--- src/hw/rtl/wfrr_pkg.sv ---
// Shared types and constants of the wildcard flow rule rewrite block.
package wfrr_pkg;

    localparam int RULE_SLOTS = 16;
    localparam int IDX_W      = (RULE_SLOTS > 1) ? $clog2(RULE_SLOTS) : 1;
    localparam int CNT_W      = $clog2(RULE_SLOTS + 1);
    localparam int IN_DATA_W  = 192;
    localparam int OUT_DATA_W = 96;

    typedef enum logic {
        CMD_LOOKUP = 1'b0,
        CMD_ADD    = 1'b1
    } t_cmd;

    typedef enum logic [1:0] {
        ST_HIT   = 2'd0,
        ST_MISS  = 2'd1,
        ST_ADDED = 2'd2,
        ST_FULL  = 2'd3
    } t_status;

    typedef enum logic [1:0] {
        S_IDLE,
        S_SCAN,
        S_FIN
    } t_state;

    typedef struct packed {
        logic [15:0] dport;
        logic [31:0] dst_ip;
        logic [15:0] sport;
        logic [31:0] src_ip;
    } t_tuple;

    typedef struct packed {
        t_tuple action;
        t_tuple pattern;
    } t_rule;

    typedef struct packed {
        logic   hit;
        t_tuple rw;
    } t_match;

endpackage

--- src/hw/rtl/wfrr_ram.sv ---
// Generic single-port-write, single-port-read RAM with registered read data.
module wfrr_ram #(
    parameter int WIDTH = 8,
    parameter int DEPTH = 16
) (
    input  logic                                          i_clk,
    input  logic                                          i_we,
    input  logic [((DEPTH > 1) ? $clog2(DEPTH) : 1)-1:0]  i_waddr,
    input  logic [WIDTH-1:0]                              i_wdata,
    input  logic [((DEPTH > 1) ? $clog2(DEPTH) : 1)-1:0]  i_raddr,
    output logic [WIDTH-1:0]                              o_rdata
);

    logic [WIDTH-1:0] r_mem [DEPTH];
    logic [WIDTH-1:0] r_rdata;

    always_ff @(posedge i_clk) begin
        if (i_we) begin
            r_mem[i_waddr] <= i_wdata;
        end
        r_rdata <= r_mem[i_raddr];
    end

    assign o_rdata = r_rdata;

endmodule

--- src/hw/rtl/wfrr_match.sv ---
// Wildcard compare of a packet tuple against one rule, and field rewrite.
module wfrr_match (
    input  wfrr_pkg::t_tuple i_key,
    input  wfrr_pkg::t_rule  i_rule,
    output wfrr_pkg::t_match o_match
);
    import wfrr_pkg::*;

    t_tuple w_pat;
    t_tuple w_act;

    assign w_pat = i_rule.pattern;
    assign w_act = i_rule.action;

    always_comb begin
        o_match.hit = ((w_pat.src_ip == '0) || (w_pat.src_ip == i_key.src_ip)) &&
                      ((w_pat.sport  == '0) || (w_pat.sport  == i_key.sport))  &&
                      ((w_pat.dst_ip == '0) || (w_pat.dst_ip == i_key.dst_ip)) &&
                      ((w_pat.dport  == '0) || (w_pat.dport  == i_key.dport));
        o_match.rw.src_ip = (w_act.src_ip == '0) ? i_key.src_ip : w_act.src_ip;
        o_match.rw.sport  = (w_act.sport  == '0) ? i_key.sport  : w_act.sport;
        o_match.rw.dst_ip = (w_act.dst_ip == '0) ? i_key.dst_ip : w_act.dst_ip;
        o_match.rw.dport  = (w_act.dport  == '0) ? i_key.dport  : w_act.dport;
    end

endmodule

--- src/hw/rtl/wildcard_flow_rule_rewrite.sv ---
// Wildcard four-tuple flow rule table with address and port rewrite.
//
// Input channel s_axis: one request per handshake. tuser is the command
// (0 lookup, 1 add rule); tdata carries the tuple and, for an add, the action.
// Output channel m_axis: one result per request. tuser is the status
// (0 hit, 1 miss, 2 rule added, 3 table full); tdata the rewritten tuple,
// zero unless the status is hit.
// An add is answered without a scan. A lookup scans the stored
// rules newest first, one rule per cycle out of the rule RAM (one read port,
// registered read data, first read issued at acceptance), visiting at most
// RULE_SLOTS rules. An empty table answers without a scan. One request is
// in work at a time; the next one is taken the cycle after the result enters
// the output register.
// Reset empties the table at once (the rule count returns to zero, no
// clearing pass) and drops any pending result. When the receiver stalls,
// the output register holds its result and at most one further result waits
// inside; the input channel then stops taking requests.
module wildcard_flow_rule_rewrite (
    input  logic                               i_clk,
    input  logic                               i_rst_n,
    input  logic                               s_axis_tvalid,
    output logic                               s_axis_tready,
    // src_ip, sport, dst_ip, dport, rw_src_ip, rw_sport,
    // rw_dst_ip, rw_dport
    input  logic [wfrr_pkg::IN_DATA_W-1:0]     s_axis_tdata,
    // command
    input  logic                               s_axis_tuser,
    output logic                               m_axis_tvalid,
    input  logic                               m_axis_tready,
    // out_src_ip, out_sport, out_dst_ip, out_dport
    output logic [wfrr_pkg::OUT_DATA_W-1:0]    m_axis_tdata,
    // status
    output logic [1:0]                         m_axis_tuser
);
    import wfrr_pkg::*;

    t_state          r_state, n_state;
    logic [CNT_W-1:0] r_count, n_count;
    logic [IDX_W-1:0] r_idx,   n_idx;
    t_tuple          r_key,   n_key;
    t_status         r_res_status, n_res_status;
    t_tuple          r_res_tuple,  n_res_tuple;
    logic            r_out_valid,  n_out_valid;
    t_status         r_out_status, n_out_status;
    t_tuple          r_out_tuple,  n_out_tuple;

    logic             w_acc;
    t_cmd             w_cmd;
    t_tuple           w_in_key;
    t_tuple           w_in_act;
    t_rule            w_wdata;
    t_rule            w_rdata;
    logic             w_we;
    logic [IDX_W-1:0] w_raddr;
    t_match           w_match;

    assign w_acc = s_axis_tvalid && s_axis_tready;
    assign w_cmd = t_cmd'(s_axis_tuser);

    assign w_in_key.src_ip = s_axis_tdata[31:0];
    assign w_in_key.sport  = s_axis_tdata[47:32];
    assign w_in_key.dst_ip = s_axis_tdata[79:48];
    assign w_in_key.dport  = s_axis_tdata[95:80];
    assign w_in_act.src_ip = s_axis_tdata[127:96];
    assign w_in_act.sport  = s_axis_tdata[143:128];
    assign w_in_act.dst_ip = s_axis_tdata[175:144];
    assign w_in_act.dport  = s_axis_tdata[191:176];

    assign w_wdata.pattern = w_in_key;
    assign w_wdata.action  = w_in_act;

    wfrr_ram #(
        .WIDTH ($bits(t_rule)),
        .DEPTH (RULE_SLOTS)
    ) u_rule_ram (
        .i_clk   (i_clk),
        .i_we    (w_we),
        .i_waddr (r_count[IDX_W-1:0]),
        .i_wdata (w_wdata),
        .i_raddr (w_raddr),
        .o_rdata (w_rdata)
    );

    wfrr_match u_match (
        .i_key   (r_key),
        .i_rule  (w_rdata),
        .o_match (w_match)
    );

    assign s_axis_tready = (r_state == S_IDLE);
    assign m_axis_tvalid = r_out_valid;
    assign m_axis_tuser  = r_out_status;
    assign m_axis_tdata  = {r_out_tuple.dport, r_out_tuple.dst_ip,
                            r_out_tuple.sport, r_out_tuple.src_ip};

    always_comb begin
        n_state      = r_state;
        n_count      = r_count;
        n_idx        = r_idx;
        n_key        = r_key;
        n_res_status = r_res_status;
        n_res_tuple  = r_res_tuple;
        n_out_valid  = r_out_valid && !m_axis_tready;
        n_out_status = r_out_status;
        n_out_tuple  = r_out_tuple;
        w_we         = 1'b0;
        w_raddr      = r_idx;

        unique case (r_state)
            S_IDLE: begin
                if (w_acc) begin
                    n_key       = w_in_key;
                    n_res_tuple = '0;
                    n_state     = S_FIN;
                    if (w_cmd == CMD_ADD) begin
                        if (r_count == CNT_W'(RULE_SLOTS)) begin
                            n_res_status = ST_FULL;
                        end else begin
                            w_we         = 1'b1;
                            n_count      = r_count + CNT_W'(1);
                            n_res_status = ST_ADDED;
                        end
                    end else if (r_count == '0) begin
                        n_res_status = ST_MISS;
                    end else begin
                        n_idx   = IDX_W'(r_count - CNT_W'(1));
                        w_raddr = n_idx;
                        n_state = S_SCAN;
                    end
                end
            end
            S_SCAN: begin
                if (w_match.hit) begin
                    n_res_status = ST_HIT;
                    n_res_tuple  = w_match.rw;
                    n_state      = S_FIN;
                end else if (r_idx == '0) begin
                    n_res_status = ST_MISS;
                    n_res_tuple  = '0;
                    n_state      = S_FIN;
                end else begin
                    n_idx   = r_idx - IDX_W'(1);
                    w_raddr = n_idx;
                end
            end
            S_FIN: begin
                if (!r_out_valid || m_axis_tready) begin
                    n_out_valid  = 1'b1;
                    n_out_status = r_res_status;
                    n_out_tuple  = r_res_tuple;
                    n_state      = S_IDLE;
                end
            end
            default: begin
                n_state = S_IDLE;
            end
        endcase
    end

    always_ff @(posedge i_clk) begin
        if (!i_rst_n) begin
            r_state     <= S_IDLE;
            r_count     <= '0;
            r_out_valid <= 1'b0;
        end else begin
            r_state     <= n_state;
            r_count     <= n_count;
            r_out_valid <= n_out_valid;
        end
    end

    always_ff @(posedge i_clk) begin
        r_idx        <= n_idx;
        r_key        <= n_key;
        r_res_status <= n_res_status;
        r_res_tuple  <= n_res_tuple;
        r_out_status <= n_out_status;
        r_out_tuple  <= n_out_tuple;
    end

`ifndef ASSERT_OFF
    a_count_bound: assert property (@(posedge i_clk) disable iff (!i_rst_n)
        r_count <= CNT_W'(RULE_SLOTS))
        else $error("rule count beyond table size");

    a_add_grows: assert property (@(posedge i_clk) disable iff (!i_rst_n)
        (w_acc && w_cmd == CMD_ADD && r_count != CNT_W'(RULE_SLOTS))
        |=> (r_count == $past(r_count) + CNT_W'(1)) && (r_res_status == ST_ADDED))
        else $error("accepted add did not store a rule");

    a_no_write_in_scan: assert property (@(posedge i_clk) disable iff (!i_rst_n)
        (r_state == S_SCAN) |-> !w_we)
        else $error("rule RAM written during a scan");

    a_hit_needs_rule: assert property (@(posedge i_clk) disable iff (!i_rst_n)
        (r_state == S_FIN && r_res_status == ST_HIT) |-> (r_count != '0))
        else $error("hit reported with an empty table");
`endif

endmodule

--- config.mk ---
export PLATFORM = sky130hd
export DESIGN_NAME = wildcard_flow_rule_rewrite
export DESIGN_NICKNAME = d
export VERILOG_FILES = /design/src/hw/rtl/wfrr_pkg.sv /design/src/hw/rtl/wfrr_ram.sv /design/src/hw/rtl/wfrr_match.sv /design/src/hw/rtl/wildcard_flow_rule_rewrite.sv
export SDC_FILE = /design/constraint.sdc
export NUM_CORES = 2
export LEC_CHECK = 0
export BUFFER_PORTS_ARGS = -buffer_cell sky130_fd_sc_hd__buf_2
export CORE_UTILIZATION = 55
export CTS_CLUSTER_DIAMETER = 40
export CTS_CLUSTER_SIZE = 16
export DETAILED_ROUTE_END_ITERATION = 12
export HOLD_SLACK_MARGIN = 0.08
export PLACE_DENSITY = 0.72
export SLEW_MARGIN = 20
export SYNTH_ARGS = -nofsm -noshare
export SYNTH_HDL_FRONTEND = slang
export SYNTH_HIERARCHICAL = 1
export SYNTH_SLANG_ARGS = --single-unit
--- constraint.sdc ---
create_clock -name i_clk -period 35.5 [get_ports i_clk]
set_input_delay 3.55 -clock i_clk [delete_from_list [all_inputs] [get_ports i_clk]]
set_output_delay 3.55 -clock i_clk [all_outputs]
set_load 0.05 [all_outputs]
After elaboration in Yosys (flattened, before gate mapping)
Memories as Yosys holds them, arrays and structs flattened. A register that Yosys moved wholly into a read port is not among the register bits.
Index checks and enable logic that the tools add are counted.
{ "totals": {"memories": 1, "ram_bits": 3072, "out_inout_bits": 100, "reg_bits": 304} }
{ "classes": {"n_eq_ne": 11, "n_bitwise": 1, "reduce_logical": 30, "n_addsub": 3, "mux": 36} }
{ "memory_table": {"columns": ["name", "depth", "width", "read_ports", "rd_clocked_by_memory_dff", "write_ports", "line_no", "rtl"], "rows": [
  ["u_rule_ram.r_mem", 16, 192, 1, 1, 1, "wfrr_ram.sv:14", "logic [WIDTH-1:0] r_mem [DEPTH];"]
]} }
{ "ops": {"columns": ["cell", "count"], "rows": [
  ["96-bit 2-to-1 mux", 3],
  ["96-bit case mux with 2 select lines", 1],
  ["32-bit logical NOT", 4],
  ["32-bit == test", 2],
  ["16-bit logical NOT", 4],
  ["32-bit 2-to-1 mux", 2],
  ["16-bit == test", 2],
  ["16-bit 2-to-1 mux", 2],
  ["2-bit 2-to-1 mux", 11],
  ["4-bit 2-to-1 mux", 5],
  ["1-bit 2-to-1 mux", 9],
  ["4-bit case mux with 2 select lines", 1],
  ["4-bit AND reduction", 2],
  ["4-bit by 1-bit subtractor with 4-bit output (second input constant)", 2],
  ["2-bit case mux with 3 select lines", 1],
  ["3-bit AND reduction", 2],
  ["5-bit by 1-bit adder with 5-bit output (second input constant)", 1],
  ["5-bit == test (second input constant)", 1],
  ["1-bit logical AND", 5],
  ["5-bit logical NOT", 1],
  ["1-bit logical OR", 5],
  ["4-bit logical NOT", 1],
  ["2-bit case mux with 2 select lines", 1],
  ["2-bit AND reduction", 2],
  ["10 further kinds", 11]
]} }

Depth between registers and ports, before layout
{ "logic_depth": {"depth_word": 7, "mapped_depth": 17} }

Hierarchy
Netlist, hierarchy kept.
{ "by_module_without_submodules": {"columns": ["mod", "area_each_um2", "cells_per_inst", "instances"], "rows": [
  ["wfrr_ram", 118802.7, 5024, 1],
  ["wildcard_flow_rule_rewrite", 10267.3, 496, 1],
  ["wfrr_match", 2275.9, 298, 1]
]} }

Least setup slack after synthesis
OpenSTA, ideal clock, no wires.
{ "synth_timing": {"path_kind": "input to register", "start": "input port s_axis_tuser", "end": "memory u_rule_ram/r_mem[0][0] (netlist name), enable pin", "path_slack_ns": 17.078, "arrival_ns": 17.444, "path_stages": 4, "setup_ns": 0.979, "cell_sequence": "and4bb_1 -> nor2b_4 -> or3b_2 -> nor3_1"} }
{ "synth_between": {"elab_chain_cells": 5} }
{ "synth_rtl": {"columns": ["item", "line_no", "rtl"], "rows": [
  ["from (decl)", "wildcard_flow_rule_rewrite.sv:27", "input logic s_axis_tuser,"],
  ["1-bit 2-to-1 mux", "wildcard_flow_rule_rewrite.sv:115", "if (w_cmd == CMD_ADD) begin"],
  ["1-bit 2-to-1 mux", "wildcard_flow_rule_rewrite.sv:111", "if (w_acc) begin"],
  ["1-bit 2-to-1 mux", "wildcard_flow_rule_rewrite.sv:109", "unique case (r_state)"],
  ["net w_we", "wildcard_flow_rule_rewrite.sv:53", "logic w_we;"],
  ["1-bit 2-to-1 mux", "wfrr_ram.sv:18", "if (i_we) begin"],
  ["1-bit 2-to-1 mux (implied by the code)", "wfrr_ram.sv:19", "r_mem[i_waddr] <= i_wdata;"],
  ["to (decl)", "wfrr_ram.sv:14", null]
]} }
The timed path passes the listed nets, and every way through them passes these cells.

Final worst setup path
{ "layout_timing": {"start": "input port s_axis_tuser", "end": "register u_rule_ram.r_rdata[96], in the netlist u_rule_ram/o_rdata[96] (read register of u_rule_ram.r_mem)"} }
{ "layout_between": {"elab_chain_cells": 3} }
{ "layout_rtl": {"columns": ["item", "line_no", "rtl"], "rows": [
  ["4-bit 2-to-1 mux (2 in series)", null, null],
  ["4-bit case mux with 2 select lines", null, null],
  ["net n_idx[0]", "wildcard_flow_rule_rewrite.sv:39", "logic [IDX_W-1:0] r_idx, n_idx;"],
  ["to (decl)", "wfrr_ram.sv:15", "logic [WIDTH-1:0] r_rdata;"]
]} }
The timed path passes the listed nets, and every way through them passes these cells.
A chain may end at the register's enable or synchronous reset.

==> qor.txt <==
IO buf count: 296
Power consumption: 0.01122 W
Most common cell on crit path: buf_4
Met2 global-route usage: 41.05%
Antenna violations before repair: 97
CTS Hold Buffers Added: 0
Die width: 490.7 um
Number of DRC markers in iteration 0: 8323
Worst Path Arrival: 9.58 ns
Row Count: 179
Setup TNS: 0 ns
WL final: 328500 um
Nets: 6556
Routed Antenna Nets: 0
Clock sinks: 3568
Hold crit path type: flop to flop
Maximum buffer depth of the clock tree: 4
Yosys warns: 6
# resized after CTS: 0
Clock Skew: 0.05827 ns
Area occupied by multi-input gates: 25000 um2
Global-route wire length before repair: 464300 um
H-tree depth: 5
Syn Area/Cell: 22.58 um2
Fillers: 15150
Fin. max-slew vios: 0
Most frequent cells in the layout: edfxtp_1 (3364), mux4_2 (717), clkbuf_16 (417), a22oi_1 (330), buf_2 (296)
Status: finished, final reports clean
Post-layout util: 63.48%
Core area: 237600 um2
Kind of capture point of the worst setup path: flop
Fin. Hold Viols: 0
Met3 usage: 6.976%
Slowest stage delay, CP: 0.91 ns
Dpl hpwl: 176300 um
Leakage: 49.26 nW
Post-Synthesis Net Count: 6018
Gpl congestion: 0.8249
Smallest setup slack after layout: 26.78 ns
# DRC: 0
Mapped Cells: 5818
Slew @ Worst Pin: 1.331 ns
Total number of vias: 64410
Worst setup path category: input pin to flop
Required @ worst endpoint: 36.37 ns
Setup Viol. Count Final: 0
Busiest grt layer: met2
Post-synth EDFFs: 3364
CTS tree: done
Distinct cell type count after synthesis: 58
Total CTS buffers: 412
Yosys reg bits: 3568
Final min period: 8.715 ns
Post-synth ARST share: 0%
Slowest-stage cell, CP: buf_4
Commonest non-fill, non-tap cell in the layout: edfxtp_1
Max Fclk: 0.1147 GHz
GR Overflow Total: 0
Delay-heaviest family, CP: buffers and inverters
CTS Root Buffer Type: clkbuf_16
Place WS: 25.58 ns
Crit path buf inv count: 6
Slew headroom: 11.26%
Final Instance Count excl. Fillers: 9890
Overall routing resource usage: 27.13%
RSZ-0062 raised after global routing: no
CP Cell Sequence: buf_2 > nor3b_2 > o32ai_1 > a311oi_4 > buf_4 > buf_4 > buf_4 > buf_4 > buf_4 > mux4_2 > a22oi_1 > nand2_1
Post-DR wirelength/cell: 33.22 um
Initial Utilization: 55.27%
Setup Fix Bufs, Post-CTS: 0
Area of the mapped netlist: 131300 um2
FF+latch area: 105100 um2
Pre-antenna DRT Iters: 6
Max VDD drop: 61.71 uV
Die ar.: 240800 um2
Worst-skew pair later-pin latency: 1.00 ns
Die height: 490.7 um
Via count of the first global-routing pass: 64140
Largest net degree at the start of global routing: 152
Top Ports: 297
Startpoint Class: input pin
Final period util: 24.55%
Vias per cell: 6.513
Post-synthesis sequential area ratio: 80.02%
Top_reg_cell synth: edfxtp_1
Clock slew at the register clock pins of the worst setup and hold paths: 0.06 ns
Number of max-cap violations: 0
Share of cells above drive strength 1: 28.39%
Area Overhead vs Synth: 14.85%
Met1 usage: 39.19%
Post-Place Cells: 9108
Cell Pwr Density: 74.35 nW/um2
CP max FO: 50
per-stage QoR:
stage | hold slack (ns) | cell area (um2)
3_5_place_dp | 0.4045 | 136600
4_1_cts | 0.4168 | 150800
2_1_floorplan | 0.4003 | 131300
3_3_place_gp | 0.4029 | 136600
6_report | 0.4155 | 150900
5_1_grt | 0.4192 | 150800
final timing paths:
path                         from                endpoint  slack [ns]  cells after the start
hold / removal    r_res_tuple[61]        m_axis_tdata[61]        0.42                      0
setup reg to reg        r_key[87]  u_rule_ram/o_rdata[96]       27.31                     16
hold reg to reg   r_res_tuple[61]        m_axis_tdata[61]        0.42                      0
setup / recovery     s_axis_tuser  u_rule_ram/o_rdata[96]       26.78                     12
synthesized netlist by cell type (all sizes together), types with 3 or more instances:
cell type | n | area (um2)
a211oi | 28 | 210.2
a21o | 97 | 733.2
a21oi | 40 | 200.2
a22oi | 330 | 2477
and2 | 103 | 644.4
buf | 183 | 1067
clkbuf | 107 | 401.6
dfxtp | 204 | 4084
edfxtp | 3364 | 101000
ha | 3 | 37.54
inv | 6 | 22.52
mux2i | 122 | 1221
mux4 | 717 | 16150
nand2 | 175 | 656.9
nand2b | 8 | 50.05
nand3 | 7 | 35.03
nand3b | 3 | 22.52
nand4 | 18 | 112.6
nor2 | 25 | 111.4
nor2b | 17 | 113.9
nor3 | 5 | 25.02
nor3b | 3 | 32.53
nor4 | 73 | 456.7
o211ai | 23 | 172.7
o21ai | 4 | 20.02
o22ai | 29 | 181.4
xnor2 | 4 | 35.03
xor2 | 97 | 849.6
sequential cells by signal, summed over array words and instances (netlist names):
signal / cells
r_res_tuple: 96
m_axis_tvalid: 1
m_axis_tdata: 96
r_idx: 4
u_rule_ram/o_rdata: 192
u_rule_ram/r_mem: 3072
r_res_status: 2
r_state: 2
r_key: 96
m_axis_tuser: 2
r_count: 5
routing by layer:
metal	vias up	wire length [um]
li1	25680	-
met5	-	372
met2	3912	153000
met1	34210	126700
met4	58	9037
met3	556	39410
logic make-up after synthesis:
group | Yosys count | share of synthesized area [%]
AOI/OAI and AO/OA | 560 | 3.104
xor gates and xnor gates | 101 | 0.6735
adders and majority gates | 3 | 0.02858
buffers and inverters | 297 | 1.138
DFF | 3568 | 80.02
muxes | 840 | 13.23
and+or+nand+nor | 449 | 1.805
power by group:
group          internal (W)  leakage [nW]  switching (W)
logic              0.000766          10.2        0.00108
registers           0.00478          32.2       0.000274
clock network       0.00250          6.83        0.00182
layout make-up:
type | count | area share [%]
Clock buffer | 447 | 7.038
Tap cell | 3167 | 2.627
Clock inverter | 310 | 2.340
Antenna cell | 24 | 0.03981
Sequential cell | 3568 | 69.67
Multi-Input combinational cell | 1953 | 16.57
Timing Repair Buffer | 414 | 1.696
Inverter | 7 | 0.01742
Power figures use the tool's default switching activity.
